--- config.mk ---
export PLATFORM = sky130hd
export DESIGN_NAME = battery_monitor_text_line_parser_top
export DESIGN_NICKNAME = d
export VERILOG_FILES = /design/src/rtl/bmtlp_pkg.sv /design/src/rtl/bmtlp_line_state.sv /design/src/rtl/battery_monitor_text_line_parser_top.sv
export SDC_FILE = /design/constraint.sdc
export NUM_CORES = 1
export LEC_CHECK = 0
export BUFFER_PORTS_ARGS = -buffer_cell sky130_fd_sc_hd__buf_2
export CAP_MARGIN = 20
export CORE_MARGIN = 1
export CORE_UTILIZATION = 42
export DETAILED_ROUTE_END_ITERATION = 10
export PLACE_DENSITY = 0.69
export SETUP_SLACK_MARGIN = 0.15
export SYNTH_ARGS = -nofsm -noshare
export SYNTH_HDL_FRONTEND = slang
export SYNTH_SLANG_ARGS = --single-unit
--- constraint.sdc ---
create_clock -name clk -period 3.85 [get_ports clk]
set_clock_uncertainty 0.05 [all_clocks]
set_input_delay 0.77 -clock clk [delete_from_list [all_inputs] [get_ports clk]]
set_output_delay 0.77 -clock clk [all_outputs]
set_load 0.005 [all_outputs]
--- src/rtl/bmtlp_pkg.sv ---
`timescale 1ns / 1ps

package bmtlp_pkg;

    // Line buffer capacity; the line is dropped once it holds LINE_CAPACITY - 2 characters.
    localparam int LINE_CAPACITY = 128;
    localparam int LEN_W = 8;
    localparam logic [LEN_W-1:0] LINE_CLEAR_LEN = LEN_W'(LINE_CAPACITY - 2);

    localparam int VALUE_W = 32;

    localparam logic [7:0] CHAR_CR    = 8'd13;
    localparam logic [7:0] CHAR_LF    = 8'd10;
    localparam logic [7:0] CHAR_SPACE = 8'd32;
    localparam logic [7:0] CHAR_TAB   = 8'd9;
    localparam logic [7:0] CHAR_PLUS  = 8'h2B;
    localparam logic [7:0] CHAR_MINUS = 8'h2D;
    localparam logic [7:0] CHAR_ZERO  = 8'h30;
    localparam logic [7:0] CHAR_NINE  = 8'h39;
    localparam logic [7:0] CHAR_V     = 8'h56;
    localparam logic [7:0] CHAR_I     = 8'h49;
    localparam logic [7:0] CHAR_S     = 8'h53;
    localparam logic [7:0] CHAR_O     = 8'h4F;
    localparam logic [7:0] CHAR_C     = 8'h43;

    typedef enum logic [1:0] {
        QTY_VOLTAGE = 2'd0,
        QTY_CURRENT = 2'd1,
        QTY_SOC     = 2'd2,
        QTY_UNKNOWN = 2'd3
    } quantity_t;

    typedef struct packed {
        logic                      valid;
        quantity_t                 quantity;
        logic signed [VALUE_W-1:0] value;
    } report_t;

endpackage

--- src/rtl/bmtlp_line_state.sv ---
`timescale 1ns / 1ps

module bmtlp_line_state (
    input  logic                clk,
    input  logic                rst_n,
    input  logic                byte_valid,
    input  logic [7:0]          rx_byte,
    output bmtlp_pkg::report_t  report
);

    typedef enum logic [1:0] {
        PH_LABEL  = 2'd0,
        PH_BLANKS = 2'd1,
        PH_VALUE  = 2'd2,
        PH_DONE   = 2'd3
    } phase_t;

    localparam int MAG_W = bmtlp_pkg::VALUE_W;
    localparam logic [MAG_W-1:0] MAG_LIMIT = {1'b1, {(MAG_W-1){1'b0}}};
    localparam logic [MAG_W-1:0] POS_MAX   = {1'b0, {(MAG_W-1){1'b1}}};

    phase_t                          phase_reg, phase_next;
    logic [bmtlp_pkg::LEN_W-1:0]     length_reg, length_next;
    logic [2:0]                      cand_reg, cand_next;
    logic [2:0]                      label_len_reg, label_len_next;
    logic [MAG_W-1:0]                mag_reg, mag_next;
    logic                            neg_reg, neg_next;
    logic                            stopped_reg, stopped_next;

    logic                            is_blank;
    logic                            is_digit;
    logic                            is_sign;
    logic [MAG_W+2:0]                mag_times_ten;
    logic [MAG_W-1:0]                mag_digit;
    logic [2:0]                      label_keep;
    logic [bmtlp_pkg::LEN_W-1:0]     length_inc;

    assign is_blank = (rx_byte == bmtlp_pkg::CHAR_SPACE) || (rx_byte == bmtlp_pkg::CHAR_TAB);
    assign is_digit = (rx_byte >= bmtlp_pkg::CHAR_ZERO) && (rx_byte <= bmtlp_pkg::CHAR_NINE);
    assign is_sign  = (rx_byte == bmtlp_pkg::CHAR_PLUS) || (rx_byte == bmtlp_pkg::CHAR_MINUS);

    // mag * 10 + digit as (mag << 3) + (mag << 1), then saturate at 2^31.
    assign mag_times_ten = {mag_reg, 3'b000} + {2'b00, mag_reg, 1'b0}
                         + (MAG_W+3)'(rx_byte - bmtlp_pkg::CHAR_ZERO);
    assign mag_digit = (mag_times_ten > (MAG_W+3)'(MAG_LIMIT)) ? MAG_LIMIT
                                                              : mag_times_ten[MAG_W-1:0];

    always_comb
    begin
        label_keep = 3'b000;
        case (label_len_reg)
            3'd0:
            begin
                label_keep[0] = (rx_byte == bmtlp_pkg::CHAR_V);
                label_keep[1] = (rx_byte == bmtlp_pkg::CHAR_I);
                label_keep[2] = (rx_byte == bmtlp_pkg::CHAR_S);
            end
            3'd1:    label_keep[2] = (rx_byte == bmtlp_pkg::CHAR_O);
            3'd2:    label_keep[2] = (rx_byte == bmtlp_pkg::CHAR_C);
            default: label_keep = 3'b000;
        endcase
    end

    assign length_inc = length_reg + 1'b1;

    always_comb
    begin
        phase_next     = phase_reg;
        length_next    = length_reg;
        cand_next      = cand_reg;
        label_len_next = label_len_reg;
        mag_next       = mag_reg;
        neg_next       = neg_reg;
        stopped_next   = stopped_reg;

        if (byte_valid && rx_byte != bmtlp_pkg::CHAR_CR)
        begin
            if (rx_byte == bmtlp_pkg::CHAR_LF)
            begin
                phase_next     = PH_LABEL;
                length_next    = '0;
                cand_next      = 3'b111;
                label_len_next = '0;
                mag_next       = '0;
                neg_next       = 1'b0;
                stopped_next   = 1'b0;
            end
            else
            begin
                case (phase_reg)
                    PH_LABEL:
                    begin
                        if (is_blank)
                        begin
                            phase_next = PH_BLANKS;
                        end
                        else
                        begin
                            cand_next = cand_reg & label_keep;
                            if (label_len_reg < 3'd4)
                            begin
                                label_len_next = label_len_reg + 1'b1;
                            end
                        end
                    end
                    PH_BLANKS:
                    begin
                        if (!is_blank)
                        begin
                            phase_next = PH_VALUE;
                            // The first value character may carry the sign.
                            if (!stopped_reg)
                            begin
                                if (is_sign)
                                begin
                                    neg_next = (rx_byte == bmtlp_pkg::CHAR_MINUS);
                                end
                                else if (is_digit)
                                begin
                                    mag_next = mag_digit;
                                end
                                else
                                begin
                                    stopped_next = 1'b1;
                                end
                            end
                        end
                    end
                    PH_VALUE:
                    begin
                        if (is_blank)
                        begin
                            phase_next = PH_DONE;
                        end
                        else if (!stopped_reg)
                        begin
                            if (is_digit)
                            begin
                                mag_next = mag_digit;
                            end
                            else
                            begin
                                stopped_next = 1'b1;
                            end
                        end
                    end
                    default:
                    begin
                        phase_next = phase_reg;
                    end
                endcase

                length_next = length_inc;
                if (length_inc >= bmtlp_pkg::LINE_CLEAR_LEN)
                begin
                    phase_next     = PH_LABEL;
                    length_next    = '0;
                    cand_next      = 3'b111;
                    label_len_next = '0;
                    mag_next       = '0;
                    neg_next       = 1'b0;
                    stopped_next   = 1'b0;
                end
            end
        end
    end

    always_ff @(posedge clk or negedge rst_n)
    begin
        if (!rst_n)
        begin
            phase_reg     <= PH_LABEL;
            length_reg    <= '0;
            cand_reg      <= 3'b111;
            label_len_reg <= '0;
            mag_reg       <= '0;
            neg_reg       <= 1'b0;
            stopped_reg   <= 1'b0;
        end
        else
        begin
            phase_reg     <= phase_next;
            length_reg    <= length_next;
            cand_reg      <= cand_next;
            label_len_reg <= label_len_next;
            mag_reg       <= mag_next;
            neg_reg       <= neg_next;
            stopped_reg   <= stopped_next;
        end
    end

    // The report reflects the line as it stands before the carriage return.
    always_comb
    begin
        report.valid = byte_valid && (rx_byte == bmtlp_pkg::CHAR_CR) && (length_reg != '0);

        if (label_len_reg == 3'd1 && cand_reg[0])
        begin
            report.quantity = bmtlp_pkg::QTY_VOLTAGE;
        end
        else if (label_len_reg == 3'd1 && cand_reg[1])
        begin
            report.quantity = bmtlp_pkg::QTY_CURRENT;
        end
        else if (label_len_reg == 3'd3 && cand_reg[2])
        begin
            report.quantity = bmtlp_pkg::QTY_SOC;
        end
        else
        begin
            report.quantity = bmtlp_pkg::QTY_UNKNOWN;
        end

        if (neg_reg)
        begin
            report.value = $signed(MAG_W'(0) - mag_reg);
        end
        else if (mag_reg > POS_MAX)
        begin
            report.value = $signed(POS_MAX);
        end
        else
        begin
            report.value = $signed(mag_reg);
        end
    end

endmodule

--- src/rtl/battery_monitor_text_line_parser_top.sv ---
`timescale 1ns / 1ps

// Text-line parser for a battery monitor's serial stream.
// The slave channel takes one received character per word in s_axis_tdata[7:0].
// Characters are parsed on the fly: a label, blanks, then a signed decimal value.
// A line feed clears the line; a carriage return on a non-empty line produces
// one word on the master channel: m_axis_tuser holds the quantity (voltage,
// current, state of charge, unrecognized) and m_axis_tdata the raw signed value
// in millivolts, milliamps or per-mille, with fractions dropped and overflow
// saturated. Any other byte produces no word.
// m_axis_tvalid is registered and rises in the cycle after the accepted carriage return.
// One character is taken every cycle while s_axis_tready is high; the line state updates
// combinationally from each character, bounded by the multiply-by-ten accumulate of the value.
// A finished result sits in the output register; the next character is still
// taken in the same cycle that the result is handed over, and s_axis_tready
// falls only while a result waits and m_axis_tready is low.
// Reset clears the line state and drops any pending result.
module battery_monitor_text_line_parser_top (
    input  logic        clk,
    input  logic        rst_n,
    input  logic        s_axis_tvalid,
    output logic        s_axis_tready,
    input  logic [7:0]  s_axis_tdata,   // [7:0] rx_byte
    output logic        m_axis_tvalid,
    input  logic        m_axis_tready,
    output logic [31:0] m_axis_tdata,   // [31:0] reading_value
    output logic [1:0]  m_axis_tuser    // [1:0] quantity
);

    bmtlp_pkg::report_t report;
    logic               in_fire;

    logic                                 out_valid_reg, out_valid_next;
    bmtlp_pkg::quantity_t                 quantity_reg;
    logic signed [bmtlp_pkg::VALUE_W-1:0] value_reg;

    assign s_axis_tready = !out_valid_reg || m_axis_tready;
    assign in_fire       = s_axis_tvalid && s_axis_tready;

    bmtlp_line_state u_line_state (
        .clk        (clk),
        .rst_n      (rst_n),
        .byte_valid (in_fire),
        .rx_byte    (s_axis_tdata),
        .report     (report)
    );

    always_comb
    begin
        out_valid_next = out_valid_reg;
        if (in_fire)
        begin
            out_valid_next = report.valid;
        end
        else if (m_axis_tready)
        begin
            out_valid_next = 1'b0;
        end
    end

    always_ff @(posedge clk or negedge rst_n)
    begin
        if (!rst_n)
        begin
            out_valid_reg <= 1'b0;
        end
        else
        begin
            out_valid_reg <= out_valid_next;
        end
    end

    always_ff @(posedge clk)
    begin
        if (in_fire && report.valid)
        begin
            quantity_reg <= report.quantity;
            value_reg    <= report.value;
        end
    end

    assign m_axis_tvalid = out_valid_reg;
    assign m_axis_tdata  = value_reg;
    assign m_axis_tuser  = quantity_reg;

endmodule

==> flow_metrics.env <==
export IMPL_synth_nets=889
export IMPL_synthDistinctLibCells=70
export IMPL_async_flop_share=0.600
export IMPL_required_ps=4080
export IMPL_cp_max_fo=21
export IMPL_status="finished, violations left"
export IMPL_layout_drive_gt1_share=0.282
export IMPL_worst_ep_arrival_time_ps=4320
export IMPL_grt_setup_unrepaired="true"
export IMPL_crit_path_max_incr_delay_ps=470
export IMPL_tritoncts="built"
export IMPL_drc=0
export IMPL_cts_sinks=85
export IMPL_clkLatencyLatePin_ps=360
export IMPL_io_pin_count=48
export IMPL_fp_dieH_um=132
export IMPL_worst_r2r_endpoint="u_line_state.mag_reg[5]"
export IMPL_drv_max_cap_violation_count=0
export IMPL_antennaDiodeCount=0
export IMPL_worst_reg_to_reg_path_cell_count=14
export IMPL_synth_edff_count=34
export IMPL_clk_transition_reported_paths_ps=70
export IMPL_grt_start_max_net_pins=35
export IMPL_worstSetupEndpointType="register"
export IMPL_routed_wirelength_um=18800
export IMPL_synth_seq_area_share=0.326
export IMPL_timing_rr_start="u_line_state.mag_reg[2]"
export IMPL_power_per_cell_area_nw_per_um2=656
export IMPL_detail_route_vias_per_cell=5.53
export IMPL_path_cells="buf_2, or2_4, nor2_4, buf_12, fa_1, ha_4, nand2_2, or3_4, or3_1, a211o_1, and4_4, nor4b_4, o2111ai_4, buf_12, o21ai_1"
export IMPL_timing_final_ws_setup_ps=-239
export IMPL_cts_buffers=9
export IMPL_commonest_non_fill_non_tap_cells_in_the_layout="buf_4 (141), nand2_1 (82), nor2_1 (69)"
export IMPL_floorplan_die_width_um=132
export IMPL_timing_max_transition_violations_final=0
export IMPL_drt_wirelength_per_cell_um=15.8
export IMPL_violations_in_the_final_reports="negative setup slack"
export IMPL_ant_nets=0
export IMPL_drt_iter0_drc=348
export IMPL_grt_first_pass_wirelength_um=30900
export IMPL_port_buffer_count=47
export IMPL_core_area_sq_um=16500
export IMPL_row_count=47
export IMPL_route_vias_total=6614
export IMPL_crit_path_frequent_cell="buf_12"
export IMPL_pre_cts_ws_ps=-673
export IMPL_mappedNetlistArea_sq_um=7060
export IMPL_peakVddDrop_uv=340
export IMPL_maximum_frequency_from_static_timing_analysis_mhz=245
export IMPL_path_class="input pin to register"
export IMPL_die_area_sq_um=17300
export IMPL_maxSlewHeadroom=0.259
export IMPL_syn_to_final_growth_pct=30.6
export IMPL_htree_levels=3
export IMPL_synthesis_instances=794
export IMPL_start_kind="input pin"
export IMPL_via_count_of_the_first_global_routing_pass=6266
export IMPL_timing_final_hold_violations=0
export IMPL_grt_util_all_layers=0.225
export IMPL_global_route_overflow_total=0
export IMPL_final_fill_count=1513
export IMPL_initial_utilization=0.427
export IMPL_nets=1065
export IMPL_clk_root_buffer_cell="clkbuf_16"
export IMPL_register_to_register_setup_slack_ps=240
export IMPL_setup_violations=32
export IMPL_cts_hold_buffers=0
export IMPL_min_tclk_post_route_ps=4090
export IMPL_syn_avg_cell_area_sq_um=8.89
export IMPL_part_of_the_cycle_the_worst_path_needs=1.06
export IMPL_clock_tree_buffer_depth=2
export IMPL_final_core_util=0.558
export IMPL_postSynthRegisterBits=85
export IMPL_most_common_library_cell_in_the_layout_ignoring_fill_and_taps="buf_4"
export IMPL_synth_yosys_warnings=0
export IMPL_dp_hpwl_um=14300
export IMPL_total_leakage_power_nw=4.11
export IMPL_worst_max_slew_pin_slew_ps=1110
export IMPL_crit_path_top_delay_cell="fa_1"
export IMPL_hold_path_class="input pin to asynchronous set/reset pin"
export IMPL_gp_congestion=0.870
export IMPL_ys_flop_type="dfrtp_1"
export IMPL_antenna_found_initial=0
export IMPL_detailedRoute_firstPassIterationCount=5
cells in the mapped netlist (4+ instances only):
cell	n	area, sq um
fa_1	31	621
or4_1	5	37.5
o211ai_1	8	60.1
a31oi_1	16	100
nand3_1	14	70.1
xor2_1	16	140
nor4_1	11	68.8
a21oi_1	53	265
mux2i_1	7	70.1
o21ai_0	45	225
and2_1	4	25.0
edfxtp_1	34	1020
and3_1	7	43.8
o41ai_1	5	43.8
nor2b_1	8	50.1
dfrtp_1	48	1200
clkbuf_1	20	75.1
nand2b_1	11	68.8
inv_1	44	165
nor2_1	70	263
nand4_1	10	62.6
o21a_1	7	52.6
nand2_1	85	319
o31ai_1	10	75.1
o21ai_1	32	160
xnor2_1	15	131
ha_1	52	651
a21o_1	11	82.6
a211oi_1	17	128
or3_1	10	62.6
nor3_1	30	150
repair_timing:
action	4_1_cts	5_1_grt
setup buffers	2	3
pin swaps	2	5
cloned	0	1
resized for setup	15	34
endpoints found under the hold margin	0	0
endpoints found under the setup margin	32	32
metal layers:
layer	wire, um	vias to the layer above	global-route usage
met2	8600	175	0.356
met3	908	34	0.0486
met4	503	0	0.0866
met1	8820	3166	0.302
li1	-	3239	-
met5	0	-	0
power by group:
group	switching (mW)	total (mW)	internal (mW)	leakage, nW
sequential	0.238	1.40	1.16	0.969
clock	0.395	0.908	0.513	0.152
combinational	2.01	3.74	1.72	2.99
total	2.65	6.05	3.40	4.11
per-stage QoR:
step	setup TNS [ps]	hold WS, ps	cells	power, mW	instance area (sq um)
floorplan	-28360	408	794	3.77	7200
global placement	-18240	427	1173	4.82	8630
detailed placement	-20330	429	1173	4.92	8630
CTS	-4520	441	1191	5.91	9020
global route	-11070	461	1195	6.52	9220
finish	-6820	438	1195	6.05	9220
kinds of logic after synthesis:
kind of cell / after synthesis / share of synthesized area
muxes: 7 / 0.00992
DFF: 85 / 0.326
xor gates and xnor gates: 31 / 0.0385
and+or+nand+nor: 286 / 0.202
AOI/OAI and AO/OA: 230 / 0.202
buffers and inverters: 72 / 0.0418
adders and majority gates: 83 / 0.180
final cells by class:
cell class / count / area, sq um / share of cell area
multi-input cells: 637 / 4800 / 0.521
flip-flops and latches: 85 / 2300 / 0.249
repair buffers: 193 / 1370 / 0.149
well taps: 220 / 275 / 0.0298
clock buffers: 9 / 225 / 0.0244
inverters: 44 / 165 / 0.0179
clock inverters: 7 / 81.3 / 0.00882
worst max-delay path by stage:
stage / start / endpoint / slack (ps) / cells after the start
2_1_floorplan: s_axis_tdata[6] / u_line_state.mag_reg[19] / -900 / 14
3_3_place_gp: s_axis_tdata[6] / u_line_state.mag_reg[4] / -610 / 15
3_5_place_dp: s_axis_tdata[6] / u_line_state.mag_reg[4] / -670 / 15
4_1_cts: s_axis_tdata[6] / u_line_state.mag_reg[27] / -190 / 15
5_1_grt: s_axis_tdata[4] / u_line_state.mag_reg[5] / -390 / 17
6_report: s_axis_tdata[7] / u_line_state.mag_reg[5] / -240 / 15
worst max-delay path, delay by kind of cell:
kind	cells	cell delay [ps]
AO/OA/AOI/OAI	3	660
AND/OR/NAND/NOR	7	1580
adder cells (fa/ha/maj)	2	760
buffers and inverters	3	510
(Power assumes the default switching activity.)
